**src/rtl/text_mode_screen_engine_defines.svh**
```systemverilog
// Assertion macros for the text mode screen engine.
// Included by the top level; no other dependencies.
`ifndef TEXT_MODE_SCREEN_ENGINE_DEFINES_SVH
`define TEXT_MODE_SCREEN_ENGINE_DEFINES_SVH
`ifndef SYNTHESIS
`define TMSE_ASSERT_IMPL(lbl, clk, rst, ante, cons) \
   lbl: assert property (@(posedge clk) disable iff (rst) (ante) |-> (cons)) \
      else $error("assertion failed");
`define TMSE_ASSERT_NEXT(lbl, clk, rst, ante, cons) \
   lbl: assert property (@(posedge clk) disable iff (rst) (ante) |=> (cons)) \
      else $error("assertion failed");
`else
`define TMSE_ASSERT_IMPL(lbl, clk, rst, ante, cons)
`define TMSE_ASSERT_NEXT(lbl, clk, rst, ante, cons)
`endif
`endif

```
**src/rtl/tmse_pkg.sv**
```systemverilog
// Shared types and constants of the text mode screen engine.
// No dependencies.
package tmse_pkg;

   localparam int MAX_COLS_DEF = 80;
   localparam int MAX_ROWS_DEF = 25;
   localparam int PAGES_DEF    = 8;

   localparam int REQ_DATA_W = 80;
   localparam int RSP_DATA_W = 32;
   localparam int CSR_W      = 7;

   // opcodes
   localparam logic [2:0] OP_SET_CURSOR  = 3'd0;
   localparam logic [2:0] OP_TELETYPE    = 3'd1;
   localparam logic [2:0] OP_SCROLL_UP   = 3'd2;
   localparam logic [2:0] OP_SCROLL_DOWN = 3'd3;
   localparam logic [2:0] OP_READ_CELL   = 3'd4;

   // status codes
   localparam logic [1:0] ST_DONE   = 2'd0;
   localparam logic [1:0] ST_REJECT = 2'd1;
   localparam logic [1:0] ST_BAD_OP = 2'd2;

   // register indexes
   localparam logic CSR_COLS = 1'b0;
   localparam logic CSR_ROWS = 1'b1;

   // teletype control characters
   localparam logic [7:0]  CH_BS    = 8'h08;
   localparam logic [7:0]  CH_CR    = 8'h0D;
   localparam logic [7:0]  CH_LF    = 8'h0A;
   localparam logic [7:0]  CH_BEL   = 8'h07;
   localparam logic [15:0] TTY_FILL = 16'h0720;

   typedef enum logic [2:0] {
      K_BAD_PAGE,
      K_BAD_OP,
      K_SET_CURSOR,
      K_TELETYPE,
      K_SCROLL,
      K_REJECT,
      K_READ
   } cmd_kind_type;

   typedef struct packed {
      cmd_kind_type kind;
      logic [2:0]   page;
      logic [7:0]   ch;
      logic [7:0]   attr;
      logic [7:0]   set_col;
      logic [7:0]   set_row;
      logic [7:0]   cm1;
      logic [7:0]   rm1;
      logic [7:0]   left;
      logic [7:0]   top;
      logic [7:0]   right;
      logic [7:0]   bottom;
      logic [7:0]   count;
      logic         up;
      logic         fill_all;
   } cmd_type;

   typedef struct packed {
      logic [7:0] cell_char;
      logic [7:0] cell_attr;
      logic [6:0] col;
      logic [4:0] row;
      logic       scrolled;
      logic [1:0] status;
   } res_type;

   typedef enum logic [2:0] {
      BS_CLEAR,
      BS_IDLE,
      BS_EXEC,
      BS_READ_WAIT,
      BS_WALK,
      BS_WALK_WR,
      BS_DONE
   } back_state_type;

endpackage

```
**src/rtl/tmse_queue.sv**
```systemverilog
// Two-entry command queue between front and back.
// Depends on tmse_pkg.
module tmse_queue (
   input  logic             clock,
   input  logic             reset,
   input  logic             push,
   input  tmse_pkg::cmd_type push_cmd,
   output logic             full,
   input  logic             pop,
   output logic             empty,
   output tmse_pkg::cmd_type pop_cmd
);
   import tmse_pkg::*;

   cmd_type    slot_ff [2];
   logic       wr_ptr_ff, wr_ptr_in;
   logic       rd_ptr_ff, rd_ptr_in;
   logic [1:0] count_ff, count_in;

   assign full    = (count_ff == 2'd2);
   assign empty   = (count_ff == 2'd0);
   assign pop_cmd = slot_ff[rd_ptr_ff];

   // advance pointers and occupancy
   always_comb begin
      wr_ptr_in = wr_ptr_ff ^ push;
      rd_ptr_in = rd_ptr_ff ^ pop;
      count_in  = count_ff + {1'b0, push} - {1'b0, pop};
   end

   always_ff @(posedge clock) begin
      if (reset) begin
         wr_ptr_ff <= 1'b0;
         rd_ptr_ff <= 1'b0;
         count_ff  <= 2'd0;
      end else begin
         wr_ptr_ff <= wr_ptr_in;
         rd_ptr_ff <= rd_ptr_in;
         count_ff  <= count_in;
      end
   end

   // hold payload
   always_ff @(posedge clock) begin
      if (push) begin
         slot_ff[wr_ptr_ff] <= push_cmd;
      end
   end
endmodule

```
**config.mk**
```make
export PLATFORM = sky130hd
export DESIGN_NAME = tmse_queue
export DESIGN_NICKNAME = d
export VERILOG_FILES = /design/src/rtl/text_mode_screen_engine_defines.svh /design/src/rtl/tmse_pkg.sv /design/src/rtl/tmse_queue.sv
export SDC_FILE = /design/constraint.sdc
export NUM_CORES = 1
export LEC_CHECK = 0
export BUFFER_PORTS_ARGS = -buffer_cell sky130_fd_sc_hd__buf_2
export CORE_UTILIZATION = 40
export CTS_BUF_LIST = sky130_fd_sc_hd__clkbuf_4 sky130_fd_sc_hd__clkbuf_8
export CTS_CLUSTER_SIZE = 30
export DETAILED_ROUTE_END_ITERATION = 7
export HOLD_SLACK_MARGIN = 0.06
export PLACE_DENSITY = 0.66
export SKIP_CTS_REPAIR_TIMING = 1
export SLEW_MARGIN = 40
export SYNTH_ARGS = -nofsm -noshare
export SYNTH_HDL_FRONTEND = slang
export SYNTH_SLANG_ARGS = --single-unit
```
**constraint.sdc**
```tcl
create_clock -name clock -period 3.3 [get_ports clock]
set_clock_uncertainty 0.15 [all_clocks]
set_input_delay 0.495 -clock clock [delete_from_list [all_inputs] [get_ports clock]]
set_output_delay 0.495 -clock clock [all_outputs]
set_load 0.1 [all_outputs]
```
==> flow_summary_export.csv <==
group,metric,value,unit
floorplanning,dieHeight,136.6,µm
placement,place_ws,1.076,ns
synthesis,ys_seq_area_share,80.68,%
synthesis,synth-seq-cells,196,
clock_network,cts_buffer_depth,2,
grt,grt_first_pass_wirelength,19180,µm
status,status,"finished, final reports clean",
sta,hold_violations,0,
grt,grt_max_degree,97,
sta,drv_slew,0,
pwr,p_per_area,637.2,nW/µm²
setup_path,cp-start-kind,"register",
grt,busiest_layer,"met2",
final_layout,multi_input_area,1328,µm²
detailed_routing,first_iter_violations,206,
floorplanning,initial_core_util,41.46,%
detailed_routing,wl,13670,µm
final_layout,final_cell_mix,"buf_2 (197), edfxtp_1 (192), dlygate4sd3_1 (92), mux2_2 (66), mux2_4 (30)",
synthesis,synth_top_area_share,79.57,%
final_layout,area.sequential,5849,µm²
setup_path,critPathMaxFanout,96,
setup_path,cp.required,2.65,ns
pwr,vdd_ir_drop_max,394.4,µV
placement,post-dp-hpwl,8329,µm
sta,relSlewSlack,58.91,%
setup_path,arrival,2.06,ns
synthesis,syn-cell-area,7246,µm²
clock_network,cts_max_level,4,
grt,grt_pass1_vias,3867,
setup_path,setup.worst_path.end_class,"primary output",
placement,place_congestion,0.7338,
sta,max_freq,369.4,MHz
synthesis,synth_area_leaders,"edfxtp_1 (80%), mux2_2 (10%), mux2_4 (6.2%)",
detailed_routing,viasPerCell,4.649,
clock_network,cts.sinks,196,
grt,met2_usage,24.28,%
setup_path,crit_chain,"buf_12 > mux2_2 > buf_2",
sta,worstMarginPinSlew,0.6163,ns
synthesis,yosys_warnings,0,
clock_network,numCtsBuffers,17,
final_layout,antenna_cells,0,
synthesis,synth_cell_types,12,
clock_network,root_buffer,"clkbuf_8",
detailed_routing,ant_nets,0,
floorplanning,dieArea,18660,µm²
run,cap_violations,0,
detailed_routing,post_drt_wl_per_cell,15.93,µm
final_layout,nets,724,
synthesis,synth_nets,422,
final_layout,fillers,1371,
synthesis,yosysTopAreaCell,"edfxtp_1",
floorplanning,io_pins,198,
grt,use_met1,16.08,%
floorplanning,core_area,17480,µm²
sta,setup_viol,0,
final_layout,syn2layout_area_growth,36.49,%
synthesis,syn_inst,318,
final_layout,layout_commonest_cell,"buf_2",
final_layout,layout-drive-gt1-share,52.29,%
clock_network,clock_latency,0.44,ns
setup_path,cp_slowest_cell,"buf_12",
clock_network,clkSlewWorstSetupHoldPaths,0.10,ns
detailed_routing,via_count,3989,
grt,grt_use_total,14.05,%
clock_network,cts_tree,"done",
sta,grt_setup_unrepaired,"no",
synthesis,postSynthAreaPerCell,22.79,µm²
sta,fin_crit_sh,82.03,%
grt,antenna_found_initial,0,
setup_path,worstSetupPathType,"register to primary output",
grt,use_met3,4.370,%
sta,fin_crit,2.707,ns
floorplanning,die_x,136.6,µm
floorplanning,row_count,48,
setup_path,cpPeakStageDelay,0.46,ns
grt,overflow,0,
detailed_routing,drcViolationCount,0,
min_path,hp-class,"primary input to register",
sta,setup_tns,0,ns
sta,worst_slack,0.5931,ns
placement,portBuffers,197,
detailed_routing,dr.pass1.iters,4,
pwr,power_leakage,3.783,nW
## where the power goes
part	switching (mW)	internal [mW]	total [mW]
Combinational	1.28	0.389	1.67
Clock	0.846	0.844	1.69
Sequential	0.0390	2.90	2.94
## through the flow
step / hold slack (ns) / area, µm² / std cells / power [mW] / utilization, %
6_report: 0.08838 / 9889 / 858 / 6.302 / 56.59
5_1_grt: 0.06175 / 9889 / 858 / 6.507 / 56.59
4_1_cts: 0.03088 / 8969 / 766 / 6.277 / 51.32
3_5_place_dp: 0.4653 / 8531 / 734 / 4.594 / 48.81
3_3_place_gp: 0.4425 / 8531 / 734 / 4.566 / 48.81
2_1_floorplan: 0.3945 / 7251 / 318 / 4.330 / -
## Yosys cell counts
cell / number
nor2_1: 4
inv_1: 3
nor2b_1: 2
mux2_4: 30
mux2_2: 66
edfxtp_1: 192
buf_2: 6
dfxtp_1: 4
xnor2_1: 1
buf_6: 5
xnor3_1: 1
ha_1: 4
## worst paths after layout
path | startpoint | endpoint | slack (ns) | depth (start not counted)
min reg2reg | wr_ptr_ff | wr_ptr_ff | 0.47 | 3
min | push_cmd[1] | slot_ff[0][1] | 0.09 | 1
max | rd_ptr_ff | pop_cmd[5] | 0.59 | 3
max reg2reg | wr_ptr_ff | slot_ff[0][74] | 1.53 | 3
## per-layer routing
layer	vias up	part of all wire [%]
met3	19	5.7
met5	-	0
met1	1973	41
met4	0	1.7
li1	1855	-
met2	142	52
## flip-flops by register name (all words and copies together) (netlist names)
register / cells
slot_ff: 192
count_ff: 2
rd_ptr_ff: 1
wr_ptr_ff: 1
## area by class of cell
type,count,share of cell area [%]
clock inverters,14,1.986
repair buffers,294,20.04
flip-flops and latches,196,59.15
inverters,3,0.1139
clock buffers,18,2.442
multi-input cells,108,13.42
well taps,225,2.847
## critical path, delay by kind of cell, from the launching register on
family | cells | cell delay, ns
multiplexers | 1 | 0.41
buffers and inverters | 2 | 0.75
flip-flops | 1 | 0.37
## kinds of logic (layout without fill, tap and decap cells)
family	count (synthesis)	after routing	share of synthesized area (%)
flops	196	196	80.68
fa+ha+maj	4	4	0.6908
mux	96	96	16.47
buf+inv	14	329	1.347
xor+xnor	2	2	0.4317
simple gates	6	6	0.3798
Note: power is estimated with default switching activity, not from simulation.
