File: src/rtl/text_mode_screen_engine_defines.svh
// Assertion macros for the text mode screen engine.
// Included by the top level; no other dependencies.
`ifndef TEXT_MODE_SCREEN_ENGINE_DEFINES_SVH
`define TEXT_MODE_SCREEN_ENGINE_DEFINES_SVH
`ifndef SYNTHESIS
`define TMSE_ASSERT_IMPL(lbl, clk, rst, ante, cons) \
   lbl: assert property (@(posedge clk) disable iff (rst) (ante) |-> (cons)) \
      else $error("assertion failed");
`define TMSE_ASSERT_NEXT(lbl, clk, rst, ante, cons) \
   lbl: assert property (@(posedge clk) disable iff (rst) (ante) |=> (cons)) \
      else $error("assertion failed");
`else
`define TMSE_ASSERT_IMPL(lbl, clk, rst, ante, cons)
`define TMSE_ASSERT_NEXT(lbl, clk, rst, ante, cons)
`endif
`endif

File: src/rtl/tmse_pkg.sv
// Shared types and constants of the text mode screen engine.
// No dependencies.
package tmse_pkg;

   localparam int MAX_COLS_DEF = 80;
   localparam int MAX_ROWS_DEF = 25;
   localparam int PAGES_DEF    = 8;

   localparam int REQ_DATA_W = 80;
   localparam int RSP_DATA_W = 32;
   localparam int CSR_W      = 7;

   // opcodes
   localparam logic [2:0] OP_SET_CURSOR  = 3'd0;
   localparam logic [2:0] OP_TELETYPE    = 3'd1;
   localparam logic [2:0] OP_SCROLL_UP   = 3'd2;
   localparam logic [2:0] OP_SCROLL_DOWN = 3'd3;
   localparam logic [2:0] OP_READ_CELL   = 3'd4;

   // status codes
   localparam logic [1:0] ST_DONE   = 2'd0;
   localparam logic [1:0] ST_REJECT = 2'd1;
   localparam logic [1:0] ST_BAD_OP = 2'd2;

   // register indexes
   localparam logic CSR_COLS = 1'b0;
   localparam logic CSR_ROWS = 1'b1;

   // teletype control characters
   localparam logic [7:0]  CH_BS    = 8'h08;
   localparam logic [7:0]  CH_CR    = 8'h0D;
   localparam logic [7:0]  CH_LF    = 8'h0A;
   localparam logic [7:0]  CH_BEL   = 8'h07;
   localparam logic [15:0] TTY_FILL = 16'h0720;

   typedef enum logic [2:0] {
      K_BAD_PAGE,
      K_BAD_OP,
      K_SET_CURSOR,
      K_TELETYPE,
      K_SCROLL,
      K_REJECT,
      K_READ
   } cmd_kind_type;

   typedef struct packed {
      cmd_kind_type kind;
      logic [2:0]   page;
      logic [7:0]   ch;
      logic [7:0]   attr;
      logic [7:0]   set_col;
      logic [7:0]   set_row;
      logic [7:0]   cm1;
      logic [7:0]   rm1;
      logic [7:0]   left;
      logic [7:0]   top;
      logic [7:0]   right;
      logic [7:0]   bottom;
      logic [7:0]   count;
      logic         up;
      logic         fill_all;
   } cmd_type;

   typedef struct packed {
      logic [7:0] cell_char;
      logic [7:0] cell_attr;
      logic [6:0] col;
      logic [4:0] row;
      logic       scrolled;
      logic [1:0] status;
   } res_type;

   typedef enum logic [2:0] {
      BS_CLEAR,
      BS_IDLE,
      BS_EXEC,
      BS_READ_WAIT,
      BS_WALK,
      BS_WALK_WR,
      BS_DONE
   } back_state_type;

endpackage

File: src/rtl/tmse_front.sv
// Front end: mode registers, request intake, clamping and classification.
// Depends on tmse_pkg.
module tmse_front #(
   parameter int MAX_COLS = tmse_pkg::MAX_COLS_DEF,
   parameter int MAX_ROWS = tmse_pkg::MAX_ROWS_DEF,
   parameter int PAGES    = tmse_pkg::PAGES_DEF
) (
   input  logic                           clock,
   input  logic                           reset,
   input  logic                           csr_we,
   input  logic                           csr_index,
   input  logic [tmse_pkg::CSR_W-1:0]     csr_wdata,
   input  logic                           req_tvalid,
   output logic                           req_tready,
   input  logic [2:0]                     req_tuser,
   input  logic [tmse_pkg::REQ_DATA_W-1:0] req_tdata,
   input  logic                           clearing,
   input  logic                           q_full,
   output logic                           q_push,
   output tmse_pkg::cmd_type              q_cmd
);
   import tmse_pkg::*;

   logic [6:0] cols_ff;
   logic [4:0] rows_ff;
   logic [7:0] c_eff, r_eff, cm1, rm1;
   logic [7:0] page8, ccol, crow, cnt, lft, tp, rgt, bot;
   logic [7:0] rgt_c, bot_c, height;
   logic       reject;

   // mode registers
   always_ff @(posedge clock) begin
      if (reset) begin
         cols_ff <= 7'd80;
         rows_ff <= 5'd25;
      end else if (csr_we) begin
         if (csr_index == CSR_COLS) begin
            cols_ff <= csr_wdata;
         end else begin
            rows_ff <= 5'(csr_wdata);
         end
      end
   end

   assign req_tready = !q_full && !clearing;
   assign q_push     = req_tvalid && req_tready;

   // clamp and classify the beat
   always_comb begin
      c_eff = (cols_ff == 7'd0) ? 8'd1 :
              ({1'b0, cols_ff} > 8'(MAX_COLS)) ? 8'(MAX_COLS) : {1'b0, cols_ff};
      r_eff = (rows_ff == 5'd0) ? 8'd1 :
              ({3'b0, rows_ff} > 8'(MAX_ROWS)) ? 8'(MAX_ROWS) : {3'b0, rows_ff};
      cm1   = c_eff - 8'd1;
      rm1   = r_eff - 8'd1;
      page8 = {5'b0, req_tdata[2:0]};
      ccol  = req_tdata[26:19];
      crow  = req_tdata[34:27];
      cnt   = req_tdata[42:35];
      lft   = req_tdata[50:43];
      tp    = req_tdata[58:51];
      rgt   = req_tdata[66:59];
      bot   = req_tdata[74:67];
      rgt_c = (rgt > cm1) ? cm1 : rgt;
      bot_c = (bot > rm1) ? rm1 : bot;
      reject = (lft > rgt_c) || (tp > bot_c);
      height = bot_c - tp + 8'd1;

      q_cmd          = '0;
      q_cmd.page     = req_tdata[2:0];
      q_cmd.ch       = req_tdata[10:3];
      q_cmd.attr     = req_tdata[18:11];
      q_cmd.set_col  = (ccol > cm1) ? cm1 : ccol;
      q_cmd.set_row  = (crow > rm1) ? rm1 : crow;
      q_cmd.cm1      = cm1;
      q_cmd.rm1      = rm1;
      q_cmd.left     = lft;
      q_cmd.top      = tp;
      q_cmd.right    = rgt_c;
      q_cmd.bottom   = bot_c;
      q_cmd.count    = cnt;
      q_cmd.up       = (req_tuser == OP_SCROLL_UP);
      q_cmd.fill_all = (cnt == 8'd0) || (cnt >= height);

      if ({1'b0, page8} >= 9'(PAGES)) begin
         q_cmd.kind = K_BAD_PAGE;
      end else begin
         case (req_tuser)
            OP_SET_CURSOR:  q_cmd.kind = K_SET_CURSOR;
            OP_TELETYPE:    q_cmd.kind = K_TELETYPE;
            OP_SCROLL_UP,
            OP_SCROLL_DOWN: q_cmd.kind = reject ? K_REJECT : K_SCROLL;
            OP_READ_CELL:   q_cmd.kind = K_READ;
            default:        q_cmd.kind = K_BAD_OP;
         endcase
      end
   end
endmodule

File: config.mk
export PLATFORM = sky130hd
export DESIGN_NAME = tmse_front
export DESIGN_NICKNAME = d
export VERILOG_FILES = /design/src/rtl/text_mode_screen_engine_defines.svh /design/src/rtl/tmse_pkg.sv /design/src/rtl/tmse_front.sv
export SDC_FILE = /design/constraint.sdc
export NUM_CORES = 1
export LEC_CHECK = 0
export ABC_AREA = 1
export BUFFER_PORTS_ARGS = -buffer_cell sky130_fd_sc_hd__buf_2
export CORE_ASPECT_RATIO = 1.4
export CORE_UTILIZATION = 45
export CTS_CLUSTER_DIAMETER = 40
export DETAILED_ROUTE_END_ITERATION = 8
export PLACE_DENSITY = 0.83
export SETUP_SLACK_MARGIN = 0.4
export SLEW_MARGIN = 20
export SYNTH_ARGS = -nofsm -noshare
export SYNTH_HDL_FRONTEND = slang
export SYNTH_SLANG_ARGS = --single-unit
File: constraint.sdc
create_clock -name clock -period 7.2 [get_ports clock]
set_input_delay 0.72 -clock clock [delete_from_list [all_inputs] [get_ports clock]]
set_output_delay 0.72 -clock clock [all_outputs]
set_load 0.02 [all_outputs]
==> results of run 1 <==
registers in the layout, indices dropped and copies added, names as in the netlist:
signal / flops
cols_ff: 7
rows_ff: 5
worst paths after layout:
kind	to	cells past startpoint	start	slack (ns)
hold reg to reg	cols_ff[0]	2	cols_ff[0]	0.47
hold / removal	cols_ff[0]	2	cols_ff[0]	0.47
setup / recovery	q_cmd[0]	31	rows_ff[4]	0.99
setup reg to reg	cols_ff[6]	2	cols_ff[6]	6.48
metrics by stage:
| step | power (mW) | util (%) | instances |
|---|---|---|---|
| 2_1_floorplan | 0.414 | - | 514 |
| 3_3_place_gp | 0.502 | 54.2 | 706 |
| 3_5_place_dp | 0.521 | 54.2 | 706 |
| 4_1_cts | 0.595 | 55.0 | 710 |
| 5_1_grt | 0.655 | 55.0 | 710 |
| 6_report | 0.593 | 55.0 | 710 |
cell families (layout without fill, tap and decap cells):
logic type | count (synthesis) | count (layout) | share of synthesized area [%]
AOI/OAI and AO/OA | 87 | 87 | 14.8
xor gates and xnor gates | 12 | 12 | 3.45
adders and majority gates | 73 | 73 | 28.2
buffers and inverters | 130 | 231 | 20.7
DFF | 12 | 12 | 7.35
other | 2 | 12 | 0.230
and+or+nand+nor | 188 | 188 | 25.3
layout make-up:
class | count | area [um^2] | area share, %
clock buffers | 4 | 55.1 | 1.43
repair buffers | 147 | 736 | 19.2
inverters | 80 | 300 | 7.82
well taps | 95 | 119 | 3.10
flip-flops and latches | 12 | 240 | 6.26
multi-input cells | 372 | 2390 | 62.2
report_power, final:
part           leakage, nW  switching, mW  internal, mW
Sequential          0.0992        0.00455        0.0710
Clock               0.0288         0.0251        0.0483
Combinational         2.21          0.280         0.164
Total                 2.34          0.310         0.283
layout by cell type (no fill, tap or decap), types with 3 or more instances in the layout:
cell type  instances
nor2_1            35
xor2_1             8
ha_1              72
a21oi_1           33
nand2_2            4
o21ai_1            9
clkbuf_8           4
nand2_4            3
or2_2              3
buf_2            147
inv_1             77
nand4_1            8
nand3_1           23
dfxtp_1           12
o211ai_1           8
conb_1            12
o21ai_0           28
nand2_1          106
xnor2_1            3
per-layer routing:
layer / vias to the layer above / wire (um)
met5: - / 0
met1: 1630 / 3100
met2: 98 / 4410
met3: 20 / 314
met4: 0 / 172
li1: 1807 / -
repair_timing:
action	in CTS	in global routing
resized for setup	0	1
buffers inserted	0	0
endpoints found under the setup margin	0	1
tightest hold or removal path: stages, from the launching register on:
cell and delay, ns:
dfxtp_1 0.31, inv_1 0.06, a21oi_1 0.05
==> out/qor.yml, run 1 <==
timing:
  drv_slew: 0
  holdWs_ns: 0.474
  finalSetupViolCount: 0
  worst_clock_skew_ns: 0
  rsz0062_at_grt: "false"
  timing.fmax_ghz: 0.161
  setup_tns_ns: 0
  fin_ws_ns: 0.987
  fin_crit_sh_pct: 86.3
  layout_min_cycle_time_ns: 6.21
  hold_violations: 0
placed_design:
  gp_congestion: 0.867
  port_buffers: 147
  dp_hpwl_um: 7160
  post-place-ws_ns: 1.14
  post_dp_cell_area_um2: 3780
pwr:
  peakVddDrop_v: 0.000100
  leakage_nw: 2.34
  powerDensity_nw_per_um2: 154
logic_synthesis:
  synth_area_leaders: "ha_1, nand2_1, buf_4"
  synthTopCellsByCount: "nand2_1, inv_1, ha_1"
  synth_area_um2: 3270
  avgSynthCellArea_um2: 6.48
  synth.distinct_cells: 35
  ys_warn_count: 0
  yosysTopAreaCell: "ha_1"
  yosysTopAreaCellShare_pct: 27.6
  ys_seq_area_share_pct: 7.35
  synth_edf_count: 0
  ys.flop_type: "dfxtp_1"
  synth.most_common_cell: "nand2_1"
  async_reset_ff_share_pct: 0
  synthCells: 504
  yosys_register_bits: 12
setup_path:
  crit_required_ns: 6.48
  slowest_delay_ns: 0.43
  crit_type: "reg2out"
  worst_setup_path_end_kind: "output port"
  crit_buf_inv: 5
  cp_max_fo: 12
  crit_family: "simple AND/OR/NAND/NOR gates"
  slowest_stage: "fa_1"
  start_kind: "flop"
  cp.arrival_ns: 5.49
floorplan:
  io_pins: 195
  dieArea_um2: 7610
  die_x_um: 74.0
  core_area_um2: 6980
  row_count: 36
  die_y_um: 103
  initial_core_util_pct: 46.8
route:
  viasPerCell: 5.01
  drc: 0
  wl_um: 7990
  wl_per_cell_um: 11.3
  vias: 3555
  dr.pass1.iters: 4
  drt_iter0_drc: 89
  drtAntennaViolNets: 0
cts:
  h-tree-depth: 1
  clock-root-buffer: "clkbuf_8"
  holdBufCountCts: 0
  tritoncts: "yes"
  clkLatencyLatePin_ns: 0.24
  cts_buffer_depth: 2
  clock-sinks: 12
  numCtsBuffers: 3
  clk_pin_slew_ns: 0.05
global_routing:
  grt_util_met2_pct: 41.6
  grt_pass1_vias: 3250
  met1_usage_pct: 20.3
  grt_max_degree: 15
  grtUsageTotal_pct: 20.2
  grtUsageMet3_pct: 0.978
  grt_pass1_wl_um: 12500
  grt_overflow: 0
  antenna_found_initial: 0
  grt-busiest-layer: "met2"
cells_and_area:
  num-nets-final: 786
  syn_to_final_growth_pct: 17.5
  fin_area_um2: 3840
  n_antenna_cell: 0
  fillCellCount: 690
  drive_above_1_share_pct: 27.6
hold_path:
  hold_class: "reg2reg"
run:
  maxCapViolCount: 0
outcome:
  outcome: "completed"
Power figures use the tool's default switching activity.
==> inputs of run 2 (changes only) <==
--- a/config.mk
+++ b/config.mk
@@ -11,7 +11,7 @@
 export CORE_UTILIZATION = 45
 export CTS_CLUSTER_DIAMETER = 40
 export DETAILED_ROUTE_END_ITERATION = 8
-export PLACE_DENSITY = 0.83
+export PLACE_DENSITY_LB_ADDON = 0.08
 export SETUP_SLACK_MARGIN = 0.4
 export SLEW_MARGIN = 20
 export SYNTH_ARGS = -nofsm -noshare
==> out/qor.yml, run 2 (synthesized netlist as in run 1, its figures left out) <==
route:
  wl_met1_um: 3060
  met3WireLength_um: 386
  vias: 3380
  drc: 0
  wl_um: 7380
  wl_met2_um: 3890
  wl_per_cell_um: 10.4
  drtAntennaViolNets: 0
  routed.top_layer: "met4"
  drt_iter0_drc: 89
  dr.pass1.iters: 4
  viasPerCell: 4.77
cells_and_area:
  reg_top3: "cols_ff (7), rows_ff (5)"
  fin_area_um2: 3830
  syn_to_final_growth_pct: 17.3
  top_register: "cols_ff"
  layout_commonest_cell: "buf_2"
  largest_register_ffs: 7
  n_antenna_cell: 0
  fillCellCount: 742
  final_cell_mix: "buf_2, nand2_1, inv_1"
  final_cells: 709
  final_core_utilization_pct: 54.9
  drive_above_1_share_pct: 27.5
  num-nets-final: 786
placed_design:
  dp.cells: 706
  port_buffers: 147
  post_dp_cell_area_um2: 3780
  gp_congestion: 0.854
  post-place-ws_ns: 1.16
  dp_hpwl_um: 6610
cts:
  clock-sinks: 12
  cts_buffer_depth: 2
  numCtsBuffers: 3
  holdBufCountCts: 0
  h-tree-depth: 1
  tritoncts: "yes"
  clock-root-buffer: "clkbuf_8"
  clkLatencyLatePin_ns: 0.23
  clk_pin_slew_ns: 0.05
hold_path:
  min_from: "cols_ff[0]"
  min_path_cells: 2
  whs_endpoint: "cols_ff[0]"
  hold_class: "reg2reg"
timing:
  fin_crit_sh_pct: 86.3
  hold_violations: 0
  rsz0062_at_grt: "false"
  setup_tns_ns: 0
  worst_clock_skew_ns: 0
  drv_slew: 0
  holdWs_ns: 0.487
  timing.fmax_ghz: 0.161
  layout_min_cycle_time_ns: 6.22
  finalSetupViolCount: 0
  fin_ws_ns: 0.983
floorplan:
  dieArea_um2: 7610
  io_pins: 195
  die_y_um: 103
  core_area_um2: 6980
  row_count: 36
  die_x_um: 74.0
  initial_core_util_pct: 46.8
pwr:
  power_mw: 0.568
  peakVddDrop_v: 0.000170
  powerDensity_nw_per_um2: 148
  leakage_nw: 2.32
setup_path:
  crit_required_ns: 6.48
  cpMostUsedCell: "ha_1"
  crit_type: "reg2out"
  start_kind: "flop"
  rrSetupSlack_ns: 6.48
  ff2ff_path_depth: 2
  cp.arrival_ns: 5.50
  reg2reg_to: "rows_ff[3]"
  regToRegStartpoint: "rows_ff[3]"
  cp_max_fo: 12
  slowest_delay_ns: 0.42
  worst_setup_path_end_kind: "output port"
  slowest_stage: "fa_1"
global_routing:
  grt_pass1_vias: 2920
  antenna_found_initial: 0
  grtUsageTotal_pct: 18.5
  grt_pass1_wl_um: 11500
  grt_overflow: 0
  grt_max_degree: 15
run:
  maxCapViolCount: 0
outcome:
  outcome: "completed"
run 2: timing repair:
action,in CTS,in global routing
endpoints found under the hold margin,0,0
endpoints found under the setup margin,0,1
resized for setup,0,1
setup buffers,0,0
run 2: critical path, delay by kind of cell (launching register included):
kind                     cells  cell delay [ns]
adder cells (fa/ha/maj)      6             1.55
AND/OR/NAND/NOR             15             1.51
AO/OA/AOI/OAI                4             0.89
buffers and inverters        5             0.53
XOR/XNOR                     2             0.40
flip-flops                   1             0.38
run 2: layout make-up:
class,count,area (um^2),share of cell area (%)
timing repair buffer,147,736,19.2
tap,95,119,3.10
inverter,80,300,7.83
clock buffer,3,41.3,1.08
sequential,12,240,6.27
multi-input combinational,372,2400,62.5
run 2: worst max path at each step:
stage	depth (start not counted)	slack (ns)	endpoint	startpoint
global placement	31	1.24	q_cmd[0]	rows_ff[3]
finish	32	0.98	q_cmd[0]	rows_ff[3]
global route	32	0.40	q_cmd[0]	rows_ff[3]
detailed placement	31	1.16	q_cmd[0]	rows_ff[3]
floorplan	29	1.29	q_cmd[0]	rows_ff[3]
CTS	31	0.90	q_cmd[0]	rows_ff[3]
run 2: per-layer routing:
layer	global-route usage [%]	up-vias
met5	0	-
met4	2.51	0
met3	3.42	6
met2	36.9	94
met1	19.9	1468
li1	-	1812
run 2: power by group:
part	switching [mW]	internal [mW]	leakage, nW	total (mW)
Sequential	0.00432	0.0711	0.0992	0.0754
Clock	0.0218	0.0366	0.0216	0.0584
Combinational	0.273	0.162	2.20	0.434
